$ cat config.mk
export PLATFORM = sky130hd
export DESIGN_NAME = url_component_scanner_core
export DESIGN_NICKNAME = d
export VERILOG_FILES = /design/src/rtl/core/ucs_pkg.sv /design/src/rtl/core/ucs_char_class.sv /design/src/rtl/core/ucs_parser.sv /design/src/rtl/core/url_component_scanner_core.sv
export VERILOG_INCLUDE_DIRS = /design/src /design/src/rtl/core
export SDC_FILE = /design/constraint.sdc
export NUM_CORES = 1
export LEC_CHECK = 0
export ABC_AREA = 1
export BUFFER_PORTS_ARGS = -buffer_cell sky130_fd_sc_hd__buf_2
export CAP_MARGIN = 20
export CORE_MARGIN = 2
export CORE_UTILIZATION = 40
export CTS_BUF_LIST = sky130_fd_sc_hd__clkbuf_4 sky130_fd_sc_hd__clkbuf_8 sky130_fd_sc_hd__clkbuf_16
export DETAILED_ROUTE_END_ITERATION = 10
export PLACE_DENSITY_LB_ADDON = 0.05
export RECOVER_POWER = 100
export SYNTH_ARGS = -nofsm -noshare
export SYNTH_HDL_FRONTEND = slang
export SYNTH_HIERARCHICAL = 1
export SYNTH_SLANG_ARGS = --single-unit
$ cat constraint.sdc
create_clock -name aclk -period 9.5 [get_ports aclk]
set_clock_uncertainty 0.2 [all_clocks]
set_input_delay 0.95 -clock aclk [delete_from_list [all_inputs] [get_ports aclk]]
set_output_delay 0.95 -clock aclk [all_outputs]
set_load 0.01 [all_outputs]
$ cat src/rtl/core/url_component_scanner_core_macros.svh
// assertion macros shared by the url component scanner rtl
// no dependencies; taken in by the modules that carry assertions
`ifndef URL_COMPONENT_SCANNER_CORE_MACROS_SVH
`define URL_COMPONENT_SCANNER_CORE_MACROS_SVH

// property checked at every clock edge outside reset
`define UCS_ASSERT_SYNC(lbl, clk, rstn, prop, msg) \
    lbl: assert property (@(posedge clk) disable iff (!rstn) prop) \
        else $error(msg);

// consequent checked in the cycle after the antecedent holds
`define UCS_ASSERT_NEXT(lbl, clk, rstn, ante, cons, msg) \
    lbl: assert property (@(posedge clk) disable iff (!rstn) (ante) |=> (cons)) \
        else $error(msg);

`endif

$ cat src/rtl/core/ucs_pkg.sv
// shared types, character codes and constants of the url component scanner
// no dependencies
package ucs_pkg;

    // default longest url accepted, in bytes
    localparam int DEF_MAX_URL_LEN = 4094;

    // stream widths
    localparam int S_TDATA_W = 8;
    localparam int M_TDATA_W = 136;

    // boundary offsets
    localparam int OFS_W   = 12;
    localparam int NUM_OFS = 10;
    localparam logic [OFS_W-1:0] ABSENT = 12'hfff;

    localparam int OFS_SCHEMA_END = 0;
    localparam int OFS_HOST_START = 1;
    localparam int OFS_HOST_END   = 2;
    localparam int OFS_PORT_END   = 3;
    localparam int OFS_URI_START  = 4;
    localparam int OFS_URI_END    = 5;
    localparam int OFS_ARGS_START = 6;
    localparam int OFS_FRAG_START = 7;
    localparam int OFS_UP_START   = 8;
    localparam int OFS_UP_END     = 9;

    typedef logic [NUM_OFS-1:0][OFS_W-1:0] ofs_arr_t;

    typedef enum logic [1:0] {
        STATUS_OK       = 2'd0,
        STATUS_INVALID  = 2'd1,
        STATUS_TOO_LONG = 2'd2
    } status_t;

    typedef struct packed {
        status_t           status;
        ofs_arr_t          offs;
        logic [OFS_W-1:0]  url_end;
    } result_t;

    // parser states, one-hot
    typedef enum logic [10:0] {
        ST_SCHEMA      = 11'b000_0000_0001,
        ST_SLASH1      = 11'b000_0000_0010,
        ST_SLASH2      = 11'b000_0000_0100,
        ST_HOST_START  = 11'b000_0000_1000,
        ST_HOST        = 11'b000_0001_0000,
        ST_HOST_END    = 11'b000_0010_0000,
        ST_IP_LIT      = 11'b000_0100_0000,
        ST_PORT        = 11'b000_1000_0000,
        ST_AFTER_SLASH = 11'b001_0000_0000,
        ST_CHECK_PATH  = 11'b010_0000_0000,
        ST_PATH        = 11'b100_0000_0000
    } parse_state_t;

    // byte classes
    typedef struct packed {
        logic is_letter;
        logic is_digit;
        logic is_usual;
        logic is_ip_sym;
    } char_class_t;

    // usual path characters, bit n set for byte value n
    localparam logic [255:0] USUAL_MASK = {
        32'hffffffff, 32'hffffffff, 32'hffffffff, 32'hffffffff,
        32'hffffffff, 32'hffffffff, 32'h7fff37d6, 32'hffffdbfe
    };

    // character codes
    localparam logic [7:0] CH_NUL     = 8'h00;
    localparam logic [7:0] CH_BANG    = 8'h21;
    localparam logic [7:0] CH_HASH    = 8'h23;
    localparam logic [7:0] CH_DOLLAR  = 8'h24;
    localparam logic [7:0] CH_PERCENT = 8'h25;
    localparam logic [7:0] CH_AMP     = 8'h26;
    localparam logic [7:0] CH_QUOTE   = 8'h27;
    localparam logic [7:0] CH_LPAREN  = 8'h28;
    localparam logic [7:0] CH_RPAREN  = 8'h29;
    localparam logic [7:0] CH_STAR    = 8'h2a;
    localparam logic [7:0] CH_PLUS    = 8'h2b;
    localparam logic [7:0] CH_COMMA   = 8'h2c;
    localparam logic [7:0] CH_MINUS   = 8'h2d;
    localparam logic [7:0] CH_DOT     = 8'h2e;
    localparam logic [7:0] CH_SLASH   = 8'h2f;
    localparam logic [7:0] CH_ZERO    = 8'h30;
    localparam logic [7:0] CH_NINE    = 8'h39;
    localparam logic [7:0] CH_COLON   = 8'h3a;
    localparam logic [7:0] CH_SEMI    = 8'h3b;
    localparam logic [7:0] CH_EQUALS  = 8'h3d;
    localparam logic [7:0] CH_QUEST   = 8'h3f;
    localparam logic [7:0] CH_AT      = 8'h40;
    localparam logic [7:0] CH_LBRACK  = 8'h5b;
    localparam logic [7:0] CH_RBRACK  = 8'h5d;
    localparam logic [7:0] CH_USCORE  = 8'h5f;
    localparam logic [7:0] CH_LOWER_A = 8'h61;
    localparam logic [7:0] CH_LOWER_Z = 8'h7a;
    localparam logic [7:0] CH_TILDE   = 8'h7e;
    localparam logic [7:0] CASE_BIT   = 8'h20;

endpackage

$ cat src/rtl/core/ucs_char_class.sv
// byte classifier of the url component scanner: letter, digit, usual, ip literal symbol
// depends on ucs_pkg
module ucs_char_class import ucs_pkg::*; (
    input  logic [7:0]  ch,
    output char_class_t cls
);

    logic [7:0] lc;
    logic       ip_sym;

    // letter test on the lower-case folded byte
    assign lc            = ch | CASE_BIT;
    assign cls.is_letter = (lc >= CH_LOWER_A) && (lc <= CH_LOWER_Z);
    assign cls.is_digit  = (ch >= CH_ZERO) && (ch <= CH_NINE);
    assign cls.is_usual  = USUAL_MASK[ch];
    assign cls.is_ip_sym = ip_sym;

    // punctuation allowed inside a bracketed literal
    always_comb begin
        unique case (ch) inside
            CH_COLON, CH_MINUS, CH_DOT, CH_USCORE, CH_TILDE, CH_BANG, CH_DOLLAR,
            CH_AMP, CH_QUOTE, CH_LPAREN, CH_RPAREN, CH_STAR, CH_PLUS, CH_COMMA,
            CH_SEMI, CH_EQUALS: ip_sym = 1'b1;
            default:            ip_sym = 1'b0;
        endcase
    end

endmodule

$ cat src/rtl/core/ucs_parser.sv
// url parse state machine: state, byte position, boundary offsets and error flag
// depends on ucs_pkg, ucs_char_class and url_component_scanner_core_macros.svh
`include "url_component_scanner_core_macros.svh"

module ucs_parser import ucs_pkg::*; #(
    parameter int MAX_URL_LEN = DEF_MAX_URL_LEN
) (
    input  logic       aclk,
    input  logic       aresetn,
    input  logic       fire,
    input  logic [7:0] ch,
    output logic       res_valid,
    output result_t    res
);

    localparam int PW = $clog2(MAX_URL_LEN + 1);

    typedef enum logic [1:0] {
        RC_CONT    = 2'd0,
        RC_DONE    = 2'd1,
        RC_INVALID = 2'd2
    } step_rc_t;

    parse_state_t     state_reg, state_next;
    logic [PW-1:0]    pos_reg, pos_next;
    ofs_arr_t         offs_reg, offs_next;
    logic             err_seen_reg, err_seen_next;
    char_class_t      cls;
    logic [OFS_W-1:0] p12, p_inc, p_dec;
    logic             host_ch;
    logic             host_end;
    logic             rearm;
    step_rc_t         rc;

    ucs_char_class u_class (
        .ch  (ch),
        .cls (cls)
    );

    assign p12     = OFS_W'(pos_reg);
    assign p_inc   = p12 + 1'b1;
    assign p_dec   = p12 - 1'b1;
    assign host_ch = cls.is_letter || cls.is_digit || (ch == CH_DOT) || (ch == CH_MINUS);

    // one byte step
    always_comb begin
        state_next    = state_reg;
        pos_next      = pos_reg;
        offs_next     = offs_reg;
        err_seen_next = err_seen_reg;
        res_valid     = 1'b0;
        res.status    = STATUS_OK;
        res.offs      = offs_reg;
        res.url_end   = ABSENT;
        rc            = RC_CONT;
        host_end      = 1'b0;
        rearm         = 1'b0;

        if (fire) begin
            if (err_seen_reg) begin
                // swallow bytes up to the next terminator
                if (ch == CH_NUL) begin
                    err_seen_next = 1'b0;
                    rearm         = 1'b1;
                end
            end else if ((ch != CH_NUL) && (pos_reg >= PW'(MAX_URL_LEN))) begin
                res_valid     = 1'b1;
                res.status    = STATUS_TOO_LONG;
                err_seen_next = 1'b1;
                rearm         = 1'b1;
            end else begin
                unique case (state_reg)
                    ST_SCHEMA: begin
                        if (cls.is_letter) begin
                            rc = RC_CONT;
                        end else if (ch == CH_COLON) begin
                            offs_next[OFS_SCHEMA_END] = p12;
                            state_next                = ST_SLASH1;
                        end else begin
                            rc = RC_INVALID;
                        end
                    end
                    ST_SLASH1: begin
                        if (ch == CH_SLASH) state_next = ST_SLASH2;
                        else                rc = RC_INVALID;
                    end
                    ST_SLASH2: begin
                        if (ch == CH_SLASH) state_next = ST_HOST_START;
                        else                rc = RC_INVALID;
                    end
                    ST_HOST_START: begin
                        offs_next[OFS_HOST_START] = p12;
                        if (ch == CH_LBRACK) begin
                            state_next = ST_IP_LIT;
                        end else begin
                            state_next = ST_HOST;
                            host_end   = !host_ch;
                        end
                    end
                    ST_HOST: begin
                        host_end = !host_ch;
                    end
                    ST_HOST_END: begin
                        host_end = 1'b1;
                    end
                    ST_IP_LIT: begin
                        if (cls.is_digit || cls.is_letter || cls.is_ip_sym) begin
                            rc = RC_CONT;
                        end else if (ch == CH_RBRACK) begin
                            state_next = ST_HOST_END;
                        end else begin
                            rc = RC_INVALID;
                        end
                    end
                    ST_PORT: begin
                        if (cls.is_digit) begin
                            rc = RC_CONT;
                        end else if (ch == CH_NUL) begin
                            offs_next[OFS_PORT_END] = p12;
                            rc                      = RC_DONE;
                        end else if (ch == CH_SLASH) begin
                            offs_next[OFS_PORT_END]  = p12;
                            offs_next[OFS_URI_START] = p12;
                            state_next               = ST_AFTER_SLASH;
                        end else if (ch == CH_AT) begin
                            // what looked like host:port was user:pass
                            offs_next[OFS_UP_END]     = p12;
                            offs_next[OFS_UP_START]   = offs_reg[OFS_HOST_START];
                            offs_next[OFS_HOST_START] = ABSENT;
                            offs_next[OFS_PORT_END]   = ABSENT;
                            state_next                = ST_HOST_START;
                        end
                    end
                    ST_AFTER_SLASH: begin
                        if (cls.is_usual) begin
                            state_next = ST_CHECK_PATH;
                        end else begin
                            case (ch) inside
                                CH_DOT, CH_PERCENT, CH_SLASH: state_next = ST_PATH;
                                CH_QUEST: begin
                                    offs_next[OFS_URI_END]    = p_dec;
                                    offs_next[OFS_ARGS_START] = p_inc;
                                    state_next                = ST_PATH;
                                end
                                CH_HASH: begin
                                    offs_next[OFS_FRAG_START] = p_inc;
                                    state_next                = ST_PATH;
                                end
                                CH_PLUS: rc = RC_CONT;
                                CH_NUL: begin
                                    offs_next[OFS_URI_END] = p12;
                                    rc                     = RC_DONE;
                                end
                                default: state_next = ST_CHECK_PATH;
                            endcase
                        end
                    end
                    ST_CHECK_PATH: begin
                        if (!cls.is_usual) begin
                            case (ch)
                                CH_SLASH:   state_next = ST_AFTER_SLASH;
                                CH_PERCENT: state_next = ST_PATH;
                                CH_QUEST: begin
                                    offs_next[OFS_ARGS_START] = p_inc;
                                    state_next                = ST_PATH;
                                end
                                CH_HASH: begin
                                    offs_next[OFS_FRAG_START] = p_inc;
                                    state_next                = ST_PATH;
                                end
                                CH_NUL: begin
                                    offs_next[OFS_URI_END] = p12;
                                    rc                     = RC_DONE;
                                end
                                default: rc = RC_CONT;
                            endcase
                        end
                    end
                    ST_PATH: begin
                        if (!cls.is_usual) begin
                            if (ch == CH_NUL) begin
                                offs_next[OFS_URI_END] = p12;
                                rc                     = RC_DONE;
                            end else if (ch == CH_HASH) begin
                                offs_next[OFS_FRAG_START] = p_inc;
                            end
                        end
                    end
                    default: rc = RC_INVALID;
                endcase

                // byte that ends the host name
                if (host_end) begin
                    offs_next[OFS_HOST_END] = p12;
                    case (ch)
                        CH_COLON: state_next = ST_PORT;
                        CH_SLASH: begin
                            offs_next[OFS_URI_START] = p12;
                            state_next               = ST_AFTER_SLASH;
                        end
                        CH_QUEST: begin
                            offs_next[OFS_ARGS_START] = p_inc;
                            state_next                = ST_PATH;
                        end
                        CH_HASH: begin
                            offs_next[OFS_FRAG_START] = p_inc;
                            state_next                = ST_PATH;
                        end
                        CH_NUL:  rc = RC_DONE;
                        default: rc = RC_INVALID;
                    endcase
                end

                // outcome of the step
                case (rc)
                    RC_CONT: pos_next = pos_reg + 1'b1;
                    RC_DONE: begin
                        res_valid   = 1'b1;
                        res.status  = STATUS_OK;
                        res.offs    = offs_next;
                        res.url_end = p12;
                        rearm       = 1'b1;
                    end
                    default: begin
                        res_valid     = 1'b1;
                        res.status    = STATUS_INVALID;
                        res.offs      = offs_next;
                        rearm         = 1'b1;
                        err_seen_next = (ch != CH_NUL);
                    end
                endcase
            end
        end

        // back to the start for the next url
        if (rearm) begin
            state_next = ST_SCHEMA;
            pos_next   = '0;
            offs_next  = {NUM_OFS{ABSENT}};
        end
    end

    // parse state registers
    always_ff @(posedge aclk) begin
        if (!aresetn) begin
            state_reg    <= ST_SCHEMA;
            pos_reg      <= '0;
            offs_reg     <= {NUM_OFS{ABSENT}};
            err_seen_reg <= 1'b0;
        end else begin
            state_reg    <= state_next;
            pos_reg      <= pos_next;
            offs_reg     <= offs_next;
            err_seen_reg <= err_seen_next;
        end
    end

    // checks
    `UCS_ASSERT_SYNC(a_err_rearmed, aclk, aresetn,
        err_seen_reg |-> (state_reg == ST_SCHEMA && pos_reg == '0),
        "error skip entered without rearming")
    `UCS_ASSERT_SYNC(a_pos_bound, aclk, aresetn,
        pos_reg <= PW'(MAX_URL_LEN),
        "byte position beyond supported length")
    `UCS_ASSERT_SYNC(a_state_onehot, aclk, aresetn,
        $onehot(state_reg),
        "parse state not one-hot")

endmodule

$ cat src/rtl/core/url_component_scanner_core.sv
// url component scanner: input register, parse step, result register
// an accepted byte is held in the input register, parsed from there, and its result is stored in the result register
// throughput: one byte per cycle while m_tready is high; one result per url
// a result waits in the result register while the next byte is taken
// reset (aresetn low, synchronous) empties both registers and rearms the parser
// depends on ucs_pkg, ucs_parser and url_component_scanner_core_macros.svh
`include "url_component_scanner_core_macros.svh"

module url_component_scanner_core import ucs_pkg::*; #(
    parameter int MAX_URL_LEN = DEF_MAX_URL_LEN
) (
    input  logic                 aclk,
    input  logic                 aresetn,
    input  logic                 s_tvalid,
    output logic                 s_tready,
    input  logic [S_TDATA_W-1:0] s_tdata,   // [7:0] char_byte
    output logic                 m_tvalid,
    input  logic                 m_tready,
    // [1:0] status, then 12 bits each: scheme_colon, host_first, host_stop,
    // port_stop, path_first, uri_end, query_first, frag_first,
    // login_first, login_stop, url_end; [135:134] zero
    output logic [M_TDATA_W-1:0] m_tdata
);

    logic       in_valid_reg, in_valid_next;
    logic [7:0] in_byte_reg;
    logic       out_valid_reg, out_valid_next;
    result_t    out_reg;
    logic       proc_fire;
    logic       s_fire;
    logic       res_valid;
    result_t    res;

    // a byte is processed when the result slot is free or being emptied
    assign proc_fire = in_valid_reg && (!out_valid_reg || m_tready);
    assign s_tready  = !in_valid_reg || proc_fire;
    assign s_fire    = s_tvalid && s_tready;

    ucs_parser #(
        .MAX_URL_LEN (MAX_URL_LEN)
    ) u_parser (
        .aclk      (aclk),
        .aresetn   (aresetn),
        .fire      (proc_fire),
        .ch        (in_byte_reg),
        .res_valid (res_valid),
        .res       (res)
    );

    // input register
    assign in_valid_next = s_fire ? 1'b1 : (proc_fire ? 1'b0 : in_valid_reg);

    always_ff @(posedge aclk) begin
        if (!aresetn) begin
            in_valid_reg <= 1'b0;
        end else begin
            in_valid_reg <= in_valid_next;
        end
    end

    always_ff @(posedge aclk) begin
        if (s_fire) begin
            in_byte_reg <= s_tdata;
        end
    end

    // result register
    assign out_valid_next = (out_valid_reg && !m_tready) || (proc_fire && res_valid);

    always_ff @(posedge aclk) begin
        if (!aresetn) begin
            out_valid_reg <= 1'b0;
        end else begin
            out_valid_reg <= out_valid_next;
        end
    end

    always_ff @(posedge aclk) begin
        if (proc_fire && res_valid) begin
            out_reg <= res;
        end
    end

    assign m_tvalid = out_valid_reg;
    assign m_tdata  = {2'b00, out_reg.url_end, out_reg.offs, out_reg.status};

    // checks
    `UCS_ASSERT_NEXT(a_in_hold, aclk, aresetn,
        in_valid_reg && !proc_fire,
        in_valid_reg && $stable(in_byte_reg),
        "pending byte lost before processing")
    `UCS_ASSERT_SYNC(a_res_source, aclk, aresetn,
        $rose(out_valid_reg) |-> $past(proc_fire && res_valid),
        "result appeared without a processed byte")
    `UCS_ASSERT_SYNC(a_url_end_absent, aclk, aresetn,
        out_valid_reg |-> (out_reg.status == STATUS_OK || out_reg.url_end == ABSENT),
        "failed parse carries a url end offset")

endmodule
==> metrics.md, run 1 <==
| Metric | Value |
|---|---|
| Max VDD drop | `0.000149 V` |
| Clock Latency Late Sink | `0.59 ns` |
| Routability-driven placement congestion ratio | `0.867` |
| Row cnt | `69` |
| Unrepaired setup endpoints after global routing | `no` |
| Leading cell type in the layout, fill and taps excluded | `nand2_1` |
| CTS sink count | `288` |
| R2r worst-path depth | `21` |
| Worst setup SP type | `register` |
| Status | `finished with violations` |
| Final routed DRC violation total | `0` |
| Worst Min Path Start | `u_parser/offs_reg[86]` |
| Number of detailed-route iterations in the first pass | `5` |
| Psw | `672 uW` |
| Drt first-iter violations | `1,001` |
| Setup TNS Final | `0 ns` |
| Vias in the first global route | `11,254` |
| CP Max Fanout | `63` |
| Die Y | `194 um` |
| CTS tree | `built` |
| Number of antenna violations at the first check in global routing | `0` |
| Hold_buf cts | `0` |
| # diodes | `0` |
| Design Area, Final | `0.0158 sq mm` |
| Layout Nets | `1,861` |
| Reg-to-reg setup timing slack | `2.58 ns` |
| Share of layout cells above drive strength 1 | `6.43%` |
| Ys Warns | `6` |
| Port bufs | `147` |
| Switching Fraction | `24.4%` |
| Failing checks | `max-capacitance violations, max-slew violations` |
| Final period util | `72.9%` |
| Vias per cell | `5.26` |
| Unique masters post-synth | `51` |
| # setup viols final | `0` |
| Clock power frac | `44.2%` |
| Remaining antenna violation count after routing | `0` |
| Initial Util | `40.6%` |
| Seq/Total Area, Yosys | `49.9%` |
| Maxcap violations | `3` |
| Total grt overflow | `0` |
| Dpl hpwl | `27.1 mm` |
| DIE AREA | `0.0375 sq mm` |
| Post-route setup slack | `2.58 ns` |
| Internal power | `2090 uW` |
| Die W | `194 um` |
| Area delta synth->final | `9.44%` |
| Synthesized instance count | `1,823` |
| Max reg flops | `134` |
| Main synth FF type | `dfxtp_1` |
| Leakage | `0.00612 uW` |
| Reg clk slew, reported paths | `0.06 ns` |
| Power Density | `175 mW/mm^2` |
| Boundary pin count | `150` |
| Worst Hold Class | `reg -> reg` |
| WP data required | `9.51 ns` |
| Total core area | `0.0355 sq mm` |
| Slew margin rel. | `-83.3%` |
| Largest net degree at the start of global routing | `166` |
| Tmin final | `6.92 ns` |
| Dpl ws | `4.03 ns` |
| First-pass GRT wire length | `65.1 mm` |
| Num CTS Buffers | `31` |
| Worst R2R Start | `in_byte_reg[0]` |
| Crit path kind | `reg -> reg` |
| Post-Route WL | `41.4 mm` |
| Worst-margin pin slew | `2.74 ns` |
| FF+latch count, synth | `288` |
| DR WL/cell | `17.8 um` |
| R2R Path End | `m_tdata[83]` |
| Crit path DAT | `6.94 ns` |
| Syn Std Cell Area | `0.0144 sq mm` |
| Most frequent cells in the layout | `nand2_1, o21ai_0, nor2_1` |
| Worst setup EP type | `register` |
| Flop pwr share | `48.3%` |
| Worst hold endpoint | `m_tdata[88]` |
| Root Buffer | `clkbuf_16` |
| Total number of vias | `12,229` |
| Hold Vio Cnt, Final | `0` |
| Post-CTS Resized | `0` |
| Post-synth EDFFs | `142` |
| Fmax | `144 MHz` |
| WHS Path Cells | `0` |
| Placed standard-cell area | `0.0150 sq mm` |
| All-Layer GR Usage | `21.7%` |
| Final Slew Violations | `114` |
| Postcts setup bufs | `0` |
| Comb power frac | `7.4%` |
| Clock buffer depth | `3` |
| Synth async-reset ratio | `0%` |
| H-tree depth | `1` |
| Mean Syn Cell Area | `7.90 sq um` |
-- logic make-up after synthesis --
group,share of synthesized area [%]
simple gates,22.8
compound gates,16.0
buf+inv,10.1
flops,49.9
xor+xnor,0.487
fa+ha+maj,0.695
other cells,0.0260
-- metrics by stage --
stage                     instances  utilization, %  hold slack (ns)  power, uW
after floorplan                1824               -            0.253       1530
after global placement         2267            42.2            0.228       1570
after detailed placement       2267            42.2            0.231       1570
after CTS                      2325            45.1            0.246       2800
after global routing           2327            44.4            0.255       2870
final                          2327            44.4            0.241       2760
-- synth_stat cells, types with 3 or more instances --
library cell | count | area share, %
edfxtp_1 | 142 | 30
buf_4 | 6 | 0.31
or2_2 | 5 | 0.22
nor2_2 | 8 | 0.35
nand3_1 | 103 | 3.6
ha_1 | 8 | 0.70
nor3_1 | 18 | 0.63
nand4_1 | 28 | 1.2
o211ai_1 | 24 | 1.3
o21ai_0 | 195 | 6.8
nand2_1 | 392 | 10
o21ai_1 | 32 | 1.1
inv_2 | 8 | 0.21
nor2_1 | 168 | 4.4
nand2_2 | 12 | 0.52
clkinv_1 | 5 | 0.13
buf_1 | 3 | 0.078
a21oi_1 | 126 | 4.4
nor2_4 | 4 | 0.31
buf_2 | 27 | 0.94
o22ai_1 | 28 | 1.2
o2111ai_1 | 6 | 0.36
buf_6 | 10 | 0.78
buf_12 | 3 | 0.42
dfxtp_1 | 146 | 20
clkbuf_1 | 124 | 3.2
inv_1 | 145 | 3.8
xor2_1 | 8 | 0.49
nand3_2 | 13 | 0.90
-- how the worst max path moves through the flow --
| stage | cells after the start | slack, ns | end | startpoint |
|---|---|---|---|---|
| 2_1_floorplan | 20 | 0.94 | m_tdata[0] | in_byte_reg[1] |
| 3_3_place_gp | 20 | 4.01 | m_tdata[53] | in_byte_reg[1] |
| 3_5_place_dp | 20 | 4.03 | m_tdata[87] | in_byte_reg[1] |
| 4_1_cts | 20 | 3.99 | m_tdata[72] | in_byte_reg[1] |
| 5_1_grt | 20 | 1.96 | u_parser/offs_reg[74] | in_byte_reg[0] |
| 6_report | 21 | 2.58 | m_tdata[83] | in_byte_reg[0] |
-- critical path, stage by stage (launching register included) --
cell and delay [ns]:
edfxtp_1 0.50, inv_1 0.13, ha_1 0.25, inv_1 0.08
o21ai_0 0.06, o21ai_0 0.17, inv_1 0.16, nor2_1 0.13
nand2_1 0.06, nor2_1 0.24, nand2_2 0.08, nand2_1 0.93
nand2_1 0.17, nand3_1 0.18, nand2_1 0.16, nand2_1 0.14
nor2_1 0.06, nor2_1 0.10, inv_1 0.07, nor2_1 0.45
clkbuf_1 1.31, buf_4 0.82
-- metal layers --
layer | vias to the layer above | global-route usage, % | share of wire [%]
met5 | - | 0 | 0
met4 | 0 | 8.14 | 3.2
met3 | 80 | 2.97 | 5.3
met2 | 372 | 33.8 | 45
met1 | 5687 | 30.7 | 47
li1 | 6090 | - | -
-- final cells by class --
type | instances | area (sq um)
clock buffers | 46 | 913
clock inverters | 12 | 123
fillers | 3704 | 19700
inverters | 160 | 607
multi-input cells | 1202 | 5690
flip-flops and latches | 288 | 7190
well taps | 461 | 577
repair buffers | 158 | 661
-- power by group through the flow --
stage	clock, uW	sequential (uW)	combinational (uW)
after floorplan	0	1360	167
after global placement	0	1360	214
after detailed placement	0	1360	214
after CTS	1260	1330	214
after global routing	1300	1330	230
final	1220	1330	205
(Power assumes the default switching activity.)
==> run 2: changes to the inputs <==
==> constraint.sdc (replaced) <==
create_clock -name aclk -period 6.2 [get_ports aclk]
set_clock_uncertainty 0.2 [all_clocks]
set_input_delay 0.62 -clock aclk [delete_from_list [all_inputs] [get_ports aclk]]
set_output_delay 0.62 -clock aclk [all_outputs]
set_load 0.01 [all_outputs]
==> metrics.md, run 2 (synthesis gave the netlist of run 1 again) <==
| Metric | Value |
|---|---|
| Crit path kind | `reg -> reg` |
| Status | `finished clean` |
| Slew margin rel. | `23.9% (+110 points)` |
| Routability-driven placement congestion ratio | `0.889 (+2.6%)` |
| Power Density | `274 mW/mm^2 (+56%)` |
| Unrepaired setup endpoints after global routing | `no` |
| Worst setup SP type | `register` |
| Internal power | `3330 uW (+60%)` |
| Cell family with most CP delay | `simple AND/OR/NAND/NOR gates` |
| Critical path's largest stage delay | `0.83 ns (-0.48 ns)` |
| Most frequent CP cell | `nand2_1` |
| Worst setup EP type | `register` |
| Max VDD drop | `0.000176 V (+18%)` |
| Crit path DAT | `5.07 ns (-1.87 ns)` |
| Vias in the first global route | `11,445 (+1.7%)` |
| Max reg flops | `134 (unchanged)` |
| Maxcap violations | `0 (-3)` |
| Met1 usage | `30.4% (-0.30 points)` |
| H-tree depth | `2 (+1)` |
| Busiest layer in global routing | `met2` |
| Met2 track demand over resource | `35.2% (+1.4 points)` |
| Total grt overflow | `0 (unchanged)` |
| Worst Min Path Start | `s_tdata[6]` |
| # setup viols final | `0 (unchanged)` |
| Post-Route WL | `42.0 mm (+1.5%)` |
| Port bufs | `147 (unchanged)` |
| Remaining antenna violation count after routing | `0 (unchanged)` |
| Root Buffer | `clkbuf_16` |
| Hold_buf cts | `0 (unchanged)` |
| Most frequent cells in the layout | `nand2_1, o21ai_0, nor2_1` |
| R2r worst-path depth | `18 (-14%)` |
| Die W | `194 um (unchanged)` |
| Worst Hold Class | `in -> reg` |
| Setup TNS Final | `0 ns (unchanged)` |
| Drt first-iter violations | `1,050 (+4.9%)` |
| WP buf/inv | `4 (-2)` |
| Number of detailed-route iterations in the first pass | `5 (unchanged)` |
| Clock power frac | `45.9% (+1.7 points)` |
| Total number of vias | `12,372 (+1.2%)` |
| DIE AREA | `0.0375 sq mm (unchanged)` |
| Clock Latency Late Sink | `0.51 ns (-0.08 ns)` |
| Non-Filler Instances | `2,337 (+0.43%)` |
| All-Layer GR Usage | `21.9% (+0.17 points)` |
| CP Max Fanout | `28 (-56%)` |
| Hold Vio Cnt, Final | `0 (unchanged)` |
| Placed Cells | `2,274 (+0.31%)` |
| Die Y | `194 um (unchanged)` |
| CTS tree | `built` |
| WP data required | `6.23 ns (-3.28 ns)` |
| Met3 Track Usage GR | `3.22% (+0.24 points)` |
| Leading cell type in the layout, fill and taps excluded | `nand2_1` |
| R2R Path End | `m_tdata[65]` |
| CTS sink count | `288 (unchanged)` |
| Dpl hpwl | `27.6 mm (+1.8%)` |
| Vias per cell | `5.29 (+0.74%)` |
| WHS Path Cells | `1 (+1)` |
| Area delta synth->final | `10.8%` |
| Worst-margin pin slew | `1.14 ns (-1.60 ns)` |
| Reg-to-reg setup timing slack | `1.16 ns (-1.41 ns)` |
| Share of layout cells above drive strength 1 | `6.99% (+0.56 points)` |
| Worst R2R Start | `in_byte_reg[1]` |
| Reg clk slew, reported paths | `0.05 ns (about the same)` |
| Comb power frac | `7.3% (about the same)` |
| Crit path cell chain | `inv_1 > ha_1 > inv_1 > o21ai_0 > o21ai_0 > inv_1 > nor2_1 > nand2_1 > nor2_1 > nand2_2 > nand2_1 > nand3_1 > nand2_1 > nand2_1 > nand2_1 > inv_2 > nand3_1 > o21ai_0` |
| Num CTS Buffers | `34 (+9.7%)` |
| Row cnt | `69 (unchanged)` |
| Tmin final | `5.04 ns (-1.89 ns)` |
| DR WL/cell | `18.0 um (+1.0%)` |
| Final period util | `81.3% (+8.4 points)` |
| First-pass GRT wire length | `65.2 mm (+0.15%)` |
| Largest net degree at the start of global routing | `162 (-2.4%)` |
| Post-CTS Resized | `0 (unchanged)` |
| Clock buffer depth | `3 (unchanged)` |
| Initial Util | `40.6% (unchanged)` |
| Worst hold endpoint | `in_byte_reg[6]` |
| Postcts setup bufs | `0 (unchanged)` |
| Psw | `1040 uW (+54%)` |
| Final Slew Violations | `0 (-100%)` |
| CP max stage cell | `nand2_1` |
| Final routed DRC violation total | `0 (unchanged)` |
| Switching Fraction | `23.8% (-0.61 points)` |
| Flop pwr share | `46.8% (-1.5 points)` |
| Total core area | `0.0355 sq mm (unchanged)` |
| Final core occ | `45.0% (+0.54 points)` |
| Total power | `4370 uW (+58%)` |
| Boundary pin count | `150 (unchanged)` |
| Fmax | `198 MHz (+37%)` |
| Layout Nets | `1,870 (+0.48%)` |
| Leakage | `0.00621 uW (+1.6%)` |
| Number of antenna violations at the first check in global routing | `0 (unchanged)` |
run 2: worst max-delay path by stage:
stage | cells past startpoint | start | end
final | 18 | in_byte_reg[1] | m_tdata[65]
after global routing | 19 | in_byte_reg[1] | u_parser/offs_reg[0]
after CTS | 17 | in_byte_reg[0] | u_parser/offs_reg[103]
after detailed placement | 17 | in_byte_reg[0] | u_parser/offs_reg[103]
after global placement | 17 | in_byte_reg[0] | u_parser/offs_reg[98]
after floorplan | 20 | in_byte_reg[1] | m_tdata[0]
run 2: through the flow:
stage	worst slack (ns)	hold WS (ns)	instance area (sq um)
finish	1.16	0.0896	16000
global route	0.722	0.0723	15900
CTS	1.85	0.0717	16200
detailed placement	1.84	0.223	15000
global placement	2.00	0.224	15000
floorplan	1.39	0.253	14400
run 2: final cells by class:
| type | count | area (sq um) |
|---|---|---|
| antenna | 1 | 2.50 |
| clock buffer | 49 | 1020 |
| clock inverter | 12 | 109 |
| fill | 3615 | 19500 |
| inverter | 160 | 608 |
| multi-input combinational | 1202 | 5710 |
| sequential | 288 | 7190 |
| tap | 461 | 577 |
| timing repair buffer | 164 | 732 |
run 2: power by group through the flow:
stage	registers [uW]	clock network [uW]	logic [uW]
after global placement	2080	0	329
after CTS	2040	2070	332
after floorplan	2080	0	257
final	2040	2000	320
after global routing	2050	2130	357
after detailed placement	2080	0	331
run 2: per-layer routing:
layer | vias to the layer above | part of all wire, %
li1 | 6111 | -
met1 | 5768 | 46
met2 | 416 | 45
met3 | 77 | 6.5
met4 | 0 | 2.8
met5 | - | 0
